[config.mk]
export PLATFORM = sky130hd
export DESIGN_NAME = sync_length_frame_receiver
export DESIGN_NICKNAME = d
export VERILOG_FILES = /design/src/hw/rtl/slfr_pkg.sv /design/src/hw/rtl/slfr_front.sv /design/src/hw/rtl/slfr_queue.sv /design/src/hw/rtl/slfr_back.sv /design/src/hw/rtl/sync_length_frame_receiver.sv
export VERILOG_INCLUDE_DIRS = /design/src /design/src/hw/rtl
export SDC_FILE = /design/constraint.sdc
export NUM_CORES = 1
export LEC_CHECK = 0
export BUFFER_PORTS_ARGS = -buffer_cell sky130_fd_sc_hd__buf_4
export CAP_MARGIN = 30
export CORE_MARGIN = 2
export CORE_UTILIZATION = 45
export CTS_BUF_LIST = sky130_fd_sc_hd__clkbuf_16
export DETAILED_ROUTE_END_ITERATION = 8
export SETUP_SLACK_MARGIN = 0.02
export SYNTH_ARGS = -nofsm -noshare
export SYNTH_HDL_FRONTEND = slang
export SYNTH_HIERARCHICAL = 1
export SYNTH_SLANG_ARGS = --single-unit
export TNS_END_PERCENT = 20
[constraint.sdc]
create_clock -name clk -period 15.6 [get_ports clk]
set_input_delay 0.78 -clock clk [delete_from_list [all_inputs] [get_ports clk]]
set_output_delay 0.78 -clock clk [all_outputs]
set_load 0.01 [all_outputs]
[src/hw/rtl/sync_length_frame_receiver_assert.svh]
// Assertion macros for the sync/length frame receiver.
// Used by the top level; needs a clock and an active-high reset in scope.
`ifndef SYNC_LENGTH_FRAME_RECEIVER_ASSERT_SVH
`define SYNC_LENGTH_FRAME_RECEIVER_ASSERT_SVH

// Same-cycle implication.
`define SLFR_ASSERT_SAME(label, clk_s, rst_s, ante, cons, msg) \
  label: assert property (@(posedge clk_s) disable iff (rst_s) (ante) |-> (cons)) \
    else $error(msg);

// Next-cycle implication.
`define SLFR_ASSERT_NEXT(label, clk_s, rst_s, ante, cons, msg) \
  label: assert property (@(posedge clk_s) disable iff (rst_s) (ante) |=> (cons)) \
    else $error(msg);

`endif

[src/hw/rtl/slfr_pkg.sv]
// Shared types and constants for the sync/length frame receiver.
// No dependencies.
package slfr_pkg;

  typedef enum logic [1:0] {
    STAT_FLOW_OK   = 2'd0,
    STAT_OTHER_OK  = 2'd1,
    STAT_CSUM_FAIL = 2'd2,
    STAT_BAD_LEN   = 2'd3
  } status_t;

  localparam logic [7:0] SYNC_RESET      = 8'd153;
  localparam logic [7:0] TYPE_FLOW       = 8'd1;
  localparam logic [7:0] MIN_LENGTH      = 8'd4;
  localparam logic [7:0] MIN_FLOW_LENGTH = 8'd26;
  localparam logic [7:0] TYPE_POS        = 8'd3;
  localparam logic [7:0] STORE_FIRST     = 8'd4;
  localparam int         STORE_DEPTH     = 20;
  localparam logic [7:0] STORE_END       = 8'd24;
  localparam int         STORE_AW        = $clog2(STORE_DEPTH);
  localparam logic [15:0] FAIL_MAX       = 16'hFFFF;

  localparam int QUEUE_DEPTH = 2;
  localparam int QUEUE_AW    = (QUEUE_DEPTH > 1) ? $clog2(QUEUE_DEPTH) : 1;
  localparam int QUEUE_CW    = $clog2(QUEUE_DEPTH + 1);

  typedef struct packed {
    status_t     status;
    logic [7:0]  msg_type;
    logic [31:0] vy_bits;
    logic [31:0] vx_bits;
    logic [31:0] rate_p_bits;
    logic [31:0] rate_q_bits;
    logic [31:0] rate_r_bits;
    logic [15:0] fail_count;
  } result_t;

  // queue head as seen by the back end
  typedef struct packed {
    logic    avail;
    result_t head;
  } q_head_t;

endpackage

[src/hw/rtl/slfr_front.sv]
// Front end: sync hunt, length capture, Fletcher sums and frame classification.
// Depends on slfr_pkg.
module slfr_front (
  input  logic                clk,
  input  logic                rst,
  input  logic [7:0]          sync_value,
  input  logic                in_take,
  input  logic [7:0]          rx_byte,
  output logic                res_valid,
  output slfr_pkg::result_t   res
);

  logic [7:0]  pos, pos_next;
  logic [7:0]  len, len_next;
  logic [7:0]  sum_a, sum_a_next;
  logic [7:0]  sum_b, sum_b_next;
  logic [7:0]  exp_a, exp_a_next;
  logic [15:0] fail_cnt, fail_cnt_next;
  logic [7:0]  type_byte;
  logic [7:0]  store [slfr_pkg::STORE_DEPTH];

  logic [7:0]  type_now;
  logic        is_end;
  logic        is_exp;
  logic [7:0]  sum_a_acc;

  assign type_now  = (pos == slfr_pkg::TYPE_POS) ? rx_byte : type_byte;
  assign is_end    = ({1'b0, pos} + 9'd1) == {1'b0, len};
  assign is_exp    = ({1'b0, pos} + 9'd2) == {1'b0, len};
  assign sum_a_acc = sum_a + rx_byte;

  always_comb begin
    pos_next      = pos;
    len_next      = len;
    sum_a_next    = sum_a;
    sum_b_next    = sum_b;
    exp_a_next    = exp_a;
    fail_cnt_next = fail_cnt;
    res_valid     = 1'b0;
    res           = '0;
    res.status    = slfr_pkg::STAT_BAD_LEN;
    if (pos == 8'd0) begin
      if (rx_byte == sync_value) begin
        pos_next = 8'd1;
      end
    end else if (pos == 8'd1) begin
      len_next = rx_byte;
      if (rx_byte < slfr_pkg::MIN_LENGTH) begin
        pos_next  = 8'd0;
        res_valid = 1'b1;
      end else begin
        sum_a_next = rx_byte;
        sum_b_next = rx_byte;
        pos_next   = 8'd2;
      end
    end else if (is_end) begin
      pos_next     = 8'd0;
      res_valid    = 1'b1;
      res.msg_type = type_now;
      if (type_now == slfr_pkg::TYPE_FLOW && len < slfr_pkg::MIN_FLOW_LENGTH) begin
        res.status = slfr_pkg::STAT_BAD_LEN;
      end else if (exp_a == sum_a && rx_byte == sum_b) begin
        if (type_now == slfr_pkg::TYPE_FLOW) begin
          res.status      = slfr_pkg::STAT_FLOW_OK;
          res.vy_bits     = {store[3], store[2], store[1], store[0]};
          res.vx_bits     = {~store[7][7], store[7][6:0], store[6], store[5], store[4]};
          res.rate_p_bits = {store[11], store[10], store[9], store[8]};
          res.rate_q_bits = {store[15], store[14], store[13], store[12]};
          res.rate_r_bits = {store[19], store[18], store[17], store[16]};
        end else begin
          res.status = slfr_pkg::STAT_OTHER_OK;
        end
      end else begin
        res.status = slfr_pkg::STAT_CSUM_FAIL;
        if (fail_cnt != slfr_pkg::FAIL_MAX) begin
          fail_cnt_next = fail_cnt + 16'd1;
        end
      end
    end else begin
      if (is_exp) begin
        exp_a_next = rx_byte;
      end else begin
        sum_a_next = sum_a_acc;
        sum_b_next = sum_b + sum_a_acc;
      end
      pos_next = pos + 8'd1;
    end
    res.fail_count = fail_cnt_next;
  end

  always_ff @(posedge clk) begin
    if (rst) begin
      pos      <= '0;
      len      <= '0;
      sum_a    <= '0;
      sum_b    <= '0;
      exp_a    <= '0;
      fail_cnt <= '0;
    end else if (in_take) begin
      pos      <= pos_next;
      len      <= len_next;
      sum_a    <= sum_a_next;
      sum_b    <= sum_b_next;
      exp_a    <= exp_a_next;
      fail_cnt <= fail_cnt_next;
    end
  end

  // payload bytes: only the message type and bytes 4..23 are ever read
  always_ff @(posedge clk) begin
    if (in_take) begin
      if (pos == slfr_pkg::TYPE_POS) begin
        type_byte <= rx_byte;
      end
      if (pos >= slfr_pkg::STORE_FIRST && pos < slfr_pkg::STORE_END) begin
        store[slfr_pkg::STORE_AW'(pos - slfr_pkg::STORE_FIRST)] <= rx_byte;
      end
    end
  end

endmodule

[src/hw/rtl/slfr_queue.sv]
// Short result queue between front and back end, first word fall through.
// Depends on slfr_pkg.
module slfr_queue (
  input  logic                clk,
  input  logic                rst,
  input  logic                wr_en,
  input  slfr_pkg::result_t   wr_data,
  input  logic                rd_en,
  output logic                full,
  output slfr_pkg::q_head_t   q_head
);

  slfr_pkg::result_t entries [slfr_pkg::QUEUE_DEPTH];
  logic [slfr_pkg::QUEUE_AW-1:0] wr_ptr, rd_ptr;
  logic [slfr_pkg::QUEUE_CW-1:0] count;

  localparam logic [slfr_pkg::QUEUE_CW-1:0] DEPTH_C = slfr_pkg::QUEUE_CW'(slfr_pkg::QUEUE_DEPTH);
  localparam logic [slfr_pkg::QUEUE_AW-1:0] LAST_C  =
    slfr_pkg::QUEUE_AW'(slfr_pkg::QUEUE_DEPTH - 1);
  localparam logic [slfr_pkg::QUEUE_AW-1:0] PTR_ONE = slfr_pkg::QUEUE_AW'(1);
  localparam logic [slfr_pkg::QUEUE_CW-1:0] CNT_ONE = slfr_pkg::QUEUE_CW'(1);

  assign full         = (count == DEPTH_C);
  assign q_head.avail = (count != '0);
  assign q_head.head  = entries[rd_ptr];

  always_ff @(posedge clk) begin
    if (rst) begin
      wr_ptr <= '0;
      rd_ptr <= '0;
      count  <= '0;
    end else begin
      if (wr_en) begin
        wr_ptr <= (wr_ptr == LAST_C) ? '0 : wr_ptr + PTR_ONE;
      end
      if (rd_en) begin
        rd_ptr <= (rd_ptr == LAST_C) ? '0 : rd_ptr + PTR_ONE;
      end
      if (wr_en && !rd_en) begin
        count <= count + CNT_ONE;
      end else if (rd_en && !wr_en) begin
        count <= count - CNT_ONE;
      end
    end
  end

  always_ff @(posedge clk) begin
    if (wr_en) begin
      entries[wr_ptr] <= wr_data;
    end
  end

endmodule

[src/hw/rtl/slfr_back.sv]
// Back end: output register that presents the oldest result to the consumer.
// Depends on slfr_pkg.
module slfr_back (
  input  logic                clk,
  input  logic                rst,
  input  slfr_pkg::q_head_t   q_head,
  output logic                q_rd,
  input  logic                pop,
  output logic                empty,
  output slfr_pkg::result_t   out_res
);

  logic out_valid;

  assign empty = !out_valid;
  assign q_rd  = q_head.avail && (!out_valid || pop);

  always_ff @(posedge clk) begin
    if (rst) begin
      out_valid <= 1'b0;
    end else if (q_rd) begin
      out_valid <= 1'b1;
    end else if (pop) begin
      out_valid <= 1'b0;
    end
  end

  always_ff @(posedge clk) begin
    if (q_rd) begin
      out_res <= q_head.head;
    end
  end

endmodule

[src/hw/rtl/sync_length_frame_receiver.sv]
// Sync/length framed serial receiver with Fletcher-style 8-bit checksum.
// Throughput: one byte per cycle while the result queue is not full; the front end
// updates position and sums for each byte taken. A result passes through the result
//   queue and then the output register before it reaches the output ports.
// Reset (rst, synchronous): hunting for sync, sums and failure count zero, sync byte 153.
// Depends on slfr_pkg, slfr_front, slfr_queue, slfr_back and the assertion header.
`include "sync_length_frame_receiver_assert.svh"

module sync_length_frame_receiver (
  input  logic        clk,
  input  logic        rst,
  // configuration: sync byte value
  input  logic        cfg_wr_en,
  input  logic [7:0]  cfg_wr_data,
  // byte input, queue style
  input  logic        push,
  output logic        full,
  input  logic [7:0]  rx_byte,
  // result output, queue style
  output logic        empty,
  input  logic        pop,
  output logic [1:0]  status,
  output logic [7:0]  msg_type,
  output logic [31:0] vy_bits,
  output logic [31:0] vx_bits,
  output logic [31:0] rate_p_bits,
  output logic [31:0] rate_q_bits,
  output logic [31:0] rate_r_bits,
  output logic [15:0] fail_count
);

  logic              [7:0] sync_value;
  logic                    in_take;
  logic                    res_valid;
  slfr_pkg::result_t       front_res;
  slfr_pkg::q_head_t       q_head;
  logic                    q_rd;
  slfr_pkg::result_t       out_res;

  // Sync byte register; the user must write it only while the block is idle (not enforced).
  always_ff @(posedge clk) begin
    if (rst) begin
      sync_value <= slfr_pkg::SYNC_RESET;
    end else if (cfg_wr_en) begin
      sync_value <= cfg_wr_data;
    end
  end

  // An input transaction completes whenever the queue has room. The front end
  // makes at most one result per byte and writes it straight into the queue.
  assign in_take = push && !full;

  slfr_front u_front (
    .clk        (clk),
    .rst        (rst),
    .sync_value (sync_value),
    .in_take    (in_take),
    .rx_byte    (rx_byte),
    .res_valid  (res_valid),
    .res        (front_res)
  );

  // Queue decouples the parser from the consumer; full backpressures input.
  slfr_queue u_queue (
    .clk     (clk),
    .rst     (rst),
    .wr_en   (in_take && res_valid),
    .wr_data (front_res),
    .rd_en   (q_rd),
    .full    (full),
    .q_head  (q_head)
  );

  // Output register; refills in the same cycle it is popped when the queue holds a result.
  slfr_back u_back (
    .clk     (clk),
    .rst     (rst),
    .q_head  (q_head),
    .q_rd    (q_rd),
    .pop     (pop),
    .empty   (empty),
    .out_res (out_res)
  );

  assign status      = out_res.status;
  assign msg_type    = out_res.msg_type;
  assign vy_bits     = out_res.vy_bits;
  assign vx_bits     = out_res.vx_bits;
  assign rate_p_bits = out_res.rate_p_bits;
  assign rate_q_bits = out_res.rate_q_bits;
  assign rate_r_bits = out_res.rate_r_bits;
  assign fail_count  = out_res.fail_count;

  // A good status-0 result is always a type 1 frame.
  `SLFR_ASSERT_SAME(a_flow_type, clk, rst,
    !empty && status == slfr_pkg::STAT_FLOW_OK, msg_type == slfr_pkg::TYPE_FLOW,
    "flow result with wrong message type")

  // Words are only carried by good type 1 frames.
  `SLFR_ASSERT_SAME(a_words_zero, clk, rst,
    !empty && status != slfr_pkg::STAT_FLOW_OK,
    vy_bits == '0 && vx_bits == '0 && rate_p_bits == '0 && rate_q_bits == '0
      && rate_r_bits == '0,
    "payload words set on a non-flow result")

  // Bad length comes from a short length byte (type 0) or a short type 1 frame.
  `SLFR_ASSERT_SAME(a_bad_len_type, clk, rst,
    !empty && status == slfr_pkg::STAT_BAD_LEN,
    msg_type == 8'd0 || msg_type == slfr_pkg::TYPE_FLOW,
    "bad length result with unexpected message type")

  // Results leave in order, so the failure count never goes down.
  `SLFR_ASSERT_NEXT(a_fail_mono, clk, rst,
    pop && !empty, empty || fail_count >= $past(fail_count),
    "failure count decreased between results")

endmodule
==> results.rst <==
.. list-table::
   :header-rows: 1

   * - Metric
     - Value
   * - Critical Path Sink Type
     - flip-flop
   * - Clock tree from TritonCTS
     - done
   * - Count of vias placed by the detailed router
     - around 15000
   * - Filler Cell Count
     - between 5000 and 6000
   * - Number of slew-limit violations in the final report
     - 0
   * - Post-DR wirelength/cell
     - 20.8 µm
   * - IO Pins
     - ~210
   * - # setup viols final
     - 0
   * - Worst min-delay path class
     - primary input to flip-flop
   * - Actual transition at the worst max-transition pin
     - 0.998 ns
   * - Post-cts repair resize count
     - 0
   * - Arrival time of the worst setup path
     - about 5.5 ns
   * - Via count of the first global-routing pass
     - between 15000 and 20000
   * - Kind of start point of the critical path
     - flip-flop
   * - Maximum ir drop on the vdd rail
     - approximately 0.15 mV
   * - Overall Power
     - between 5 and 6 mW
   * - Core occupancy in the finished layout
     - ~53%
   * - Sequential fraction of the synthesis area
     - roughly 74%
   * - Sinks on the clock net
     - about 800
   * - Time the worst path needs with I/O delays and setup
     - 5.21 ns
   * - I/O Buffers
     - 208
   * - Post-synthesis cell area
     - 31200 µm²
   * - Drt first pass iters
     - 5
   * - Pin count of the biggest net entering global routing
     - ~120
   * - Leak Pwr
     - 13.7 nW
   * - Critical path fanouts, max
     - 66
   * - Total CTS buffers
     - between 80 and 90
   * - H-tree depth reported by CTS
     - 3
   * - Initial core utilization
     - 45.5%
   * - Clk_lat worst skew
     - 0.62 ns
   * - Horizontal die dimension
     - between 200 and 300 µm
   * - Row count
     - 96
   * - Number of nets in the synthesized netlist
     - ~1800
   * - GP Congestion
     - 0.811
   * - Antenna viol nets, final
     - 0
   * - Critical Setup Path Class
     - flip-flop to flip-flop
   * - Final nets
     - 2064
   * - Maximum count of clock buffers along a single path
     - 3
   * - PwrDens
     - 148 nW/µm²
   * - Worst-case register-to-register setup slack
     - 10.39 ns
   * - Number of synthesis warnings
     - 6
   * - Post-CTS Hold Buffers
     - 0
   * - Wire length of the first global-routing pass
     - ~94000 µm
   * - Number of distinct standard cells referenced by the synthesized netlist
     - 64
   * - Final Cell Area
     - roughly 36000 µm²
   * - Number of violations reported at the end of detailed-routing iteration 0
     - 1190
   * - Vertical die dimension
     - 267 µm
   * - Root buffer cell
     - sky130_fd_sc_hd__clkbuf_16
   * - Wire length reported by the detailed router
     - ~63000 µm
   * - Final period util
     - between 30% and 40%
   * - Result of the run
     - finished, final reports clean
   * - Max-cap violations
     - 0
   * - Synthesis-stage register bit count
     - just under 800
   * - Drc violations
     - 0
   * - Core region area
     - approximately 69000 µm²
   * - Dpl cell area
     - 33600 µm²
   * - Max Freq
     - 0.192 GHz
   * - Sum of negative setup slack
     - 0 ns
   * - Antenna violations before repair
     - 2
   * - Synthesis-to-finish area growth
     - 16.8%
   * - Overall routing resource usage
     - between 10% and 20%
   * - Remaining global-route overflow
     - 0
   * - CP Data Required Time
     - 15.88 ns
   * - Average vias per placed instance
     - ~5
   * - Count of final hold-check violations
     - 0
   * - Post-CTS setup buffer count
     - 0
   * - Async set or reset register ratio after synthesis
     - 0%
   * - Gate count after technology mapping
     - 1772
   * - Number of enable flip-flop cells after synthesis
     - ~730
   * - Worst hold slack after final layout
     - ~0.38 ns
   * - Post-Synthesis Mean Instance Area
     - roughly 18 µm²
   * - Post-Route Skew
     - between 0.015 and 0.02 ns
   * - Setup repair after global routing missed its margin
     - no
   * - Main flop type after synthesis
     - sky130_fd_sc_hd__edfxtp_1
   * - Die ar.
     - 71400 µm²
   * - Max-slew headroom at the worst pin
     - roughly 33%
   * - HPWL after DPL
     - 37900 µm
   * - Clock transition at the registers of the reported paths
     - approximately 0.06 ns
   * - Fraction of layout cells with a size suffix above 1
     - 31.8%
   * - Antenna cell count
     - 0
## synth_stat cells (4+ instances only)
| master | count | area (µm²) |
|---|---|---|
| sky130_fd_sc_hd__nand3_1 | 29 | 145 |
| sky130_fd_sc_hd__a21o_1 | 10 | 75.1 |
| sky130_fd_sc_hd__a311oi_1 | 13 | 114 |
| sky130_fd_sc_hd__buf_1 | 4 | 15.0 |
| sky130_fd_sc_hd__mux2_4 | 140 | 2100 |
| sky130_fd_sc_hd__dfxtp_1 | 70 | 1400 |
| sky130_fd_sc_hd__or4_1 | 6 | 45.0 |
| sky130_fd_sc_hd__buf_6 | 31 | 349 |
| sky130_fd_sc_hd__o21ai_0 | 13 | 65.1 |
| sky130_fd_sc_hd__nand4_1 | 23 | 144 |
| sky130_fd_sc_hd__and2_4 | 100 | 876 |
| sky130_fd_sc_hd__clkbuf_1 | 32 | 120 |
| sky130_fd_sc_hd__and4_1 | 5 | 43.8 |
| sky130_fd_sc_hd__nand2_1 | 80 | 300 |
| sky130_fd_sc_hd__edfxtp_1 | 726 | 21800 |
| sky130_fd_sc_hd__ha_1 | 26 | 325 |
| sky130_fd_sc_hd__and2_1 | 69 | 432 |
| sky130_fd_sc_hd__nor3_1 | 11 | 55.1 |
| sky130_fd_sc_hd__mux2_2 | 56 | 631 |
| sky130_fd_sc_hd__xnor2_1 | 41 | 359 |
| sky130_fd_sc_hd__inv_1 | 25 | 93.8 |
| sky130_fd_sc_hd__nor2_1 | 63 | 236 |
| sky130_fd_sc_hd__mux2i_1 | 17 | 170 |
| sky130_fd_sc_hd__buf_2 | 8 | 40.0 |
| sky130_fd_sc_hd__a21oi_1 | 48 | 240 |
| sky130_fd_sc_hd__and3_1 | 6 | 37.5 |
| sky130_fd_sc_hd__a211o_1 | 4 | 35.0 |
| sky130_fd_sc_hd__xor2_1 | 31 | 272 |
| sky130_fd_sc_hd__nor2b_1 | 14 | 87.6 |
| sky130_fd_sc_hd__a31oi_1 | 10 | 62.6 |
| sky130_fd_sc_hd__nor4_1 | 7 | 43.8 |
| sky130_fd_sc_hd__or3_1 | 7 | 43.8 |
## per-stage QoR
step | setup WS [ns] | cells
after global routing | 10.11 | 3016
after floorplan | 4.16 | 1772
final | 10.39 | 3016
after global placement | 10.08 | 2852
after detailed placement | 10.16 | 2857
after CTS | 10.13 | 3012
## worst paths after layout
check	end	cells past startpoint	from
max	u_queue/entries[1][26]$_DFFE_PP_	13	u_front/pos[2]$_SDFFE_PP0P_
min	sync_value[4]$_SDFFE_PP1P_	2	cfg_wr_data[4]
max reg2reg	u_queue/entries[1][26]$_DFFE_PP_	13	u_front/pos[2]$_SDFFE_PP0P_
min reg2reg	u_front/len[0]$_SDFFE_PP0P_	2	u_front/len[0]$_SDFFE_PP0P_
## worst max-delay path: stages, from the launching register on
cell                      delay (ns)
sky130_fd_sc_hd__dfxtp_1        0.55
sky130_fd_sc_hd__ha_1           0.33
sky130_fd_sc_hd__nand4_1        0.19
sky130_fd_sc_hd__a311o_1        0.42
sky130_fd_sc_hd__nor4_2         0.34
sky130_fd_sc_hd__nand3_1        0.31
sky130_fd_sc_hd__o21ai_0        0.68
sky130_fd_sc_hd__and2_1         0.23
sky130_fd_sc_hd__and2_1         0.22
sky130_fd_sc_hd__and2_4         0.16
sky130_fd_sc_hd__buf_4          0.48
sky130_fd_sc_hd__buf_16         0.30
sky130_fd_sc_hd__buf_4          0.23
sky130_fd_sc_hd__buf_16         0.35
## layer usage
layer	routed length, µm	GRT usage, %
met2	31300	29.5
met3	2790	2.90
met4	1320	5.15
met1	27200	23.3
met5	0	0
## area by class of cell
type	instances	area [µm²]	share of cell area (%)
tap	931	1160	3.20
clock inverter	70	556	1.53
timing repair buffer	235	1900	5.22
sequential	796	23200	63.7
multi-input combinational	873	7360	20.2
clock buffer	85	2130	5.84
inverter	26	97.6	0.268
## registers in the layout, indices dropped and copies added, names as in the netlist, 16 cells and up, named ones only
signal	cells
u_back/out_res	186
u_front/fail_cnt	16
u_queue/entries	372
u_front/store	160
## layout by cell type, fill, tap and decap left out, drive strengths merged, types with 3 or more instances in the layout
cell / n
and4: 5
clkbuf: 85
a21oi: 48
nor2: 63
a31oi: 10
nand4: 23
xnor2: 41
or3: 7
nand2: 80
a211oi: 3
nor4: 8
clkinv: 44
o21ai: 13
and2: 169
ha: 26
edfxtp: 726
or4: 6
a311oi: 13
and3: 6
bufinv: 8
o211ai: 3
buf: 235
a211o: 4
nor2b: 16
a21o: 10
nor3: 11
xor2: 31
mux2: 196
nand3: 29
inv: 42
nor3b: 3
mux2i: 17
dfxtp: 70
o21bai: 3
## cells by family (layout without fill, tap and decap cells)
| family | count (synthesis) | count (layout) | share of synthesized area (%) |
|---|---|---|---|
| adder cells (fa/ha/maj) | 28 | 28 | 1.17 |
| AND/OR/NAND/NOR | 437 | 437 | 8.47 |
| buffers and inverters | 103 | 416 | 2.04 |
| multiplexers | 213 | 213 | 9.31 |
| flip-flops | 796 | 796 | 74.4 |
| XOR/XNOR | 72 | 72 | 2.02 |
| AO/OA/AOI/OAI | 123 | 123 | 2.56 |
## where the power goes
group	switching [mW]	leakage, nW	internal, mW
registers	0.109	8.02	2.61
clock network	0.794	1.38	1.12
logic	0.421	4.27	0.346
(Power assumes the default switching activity.)
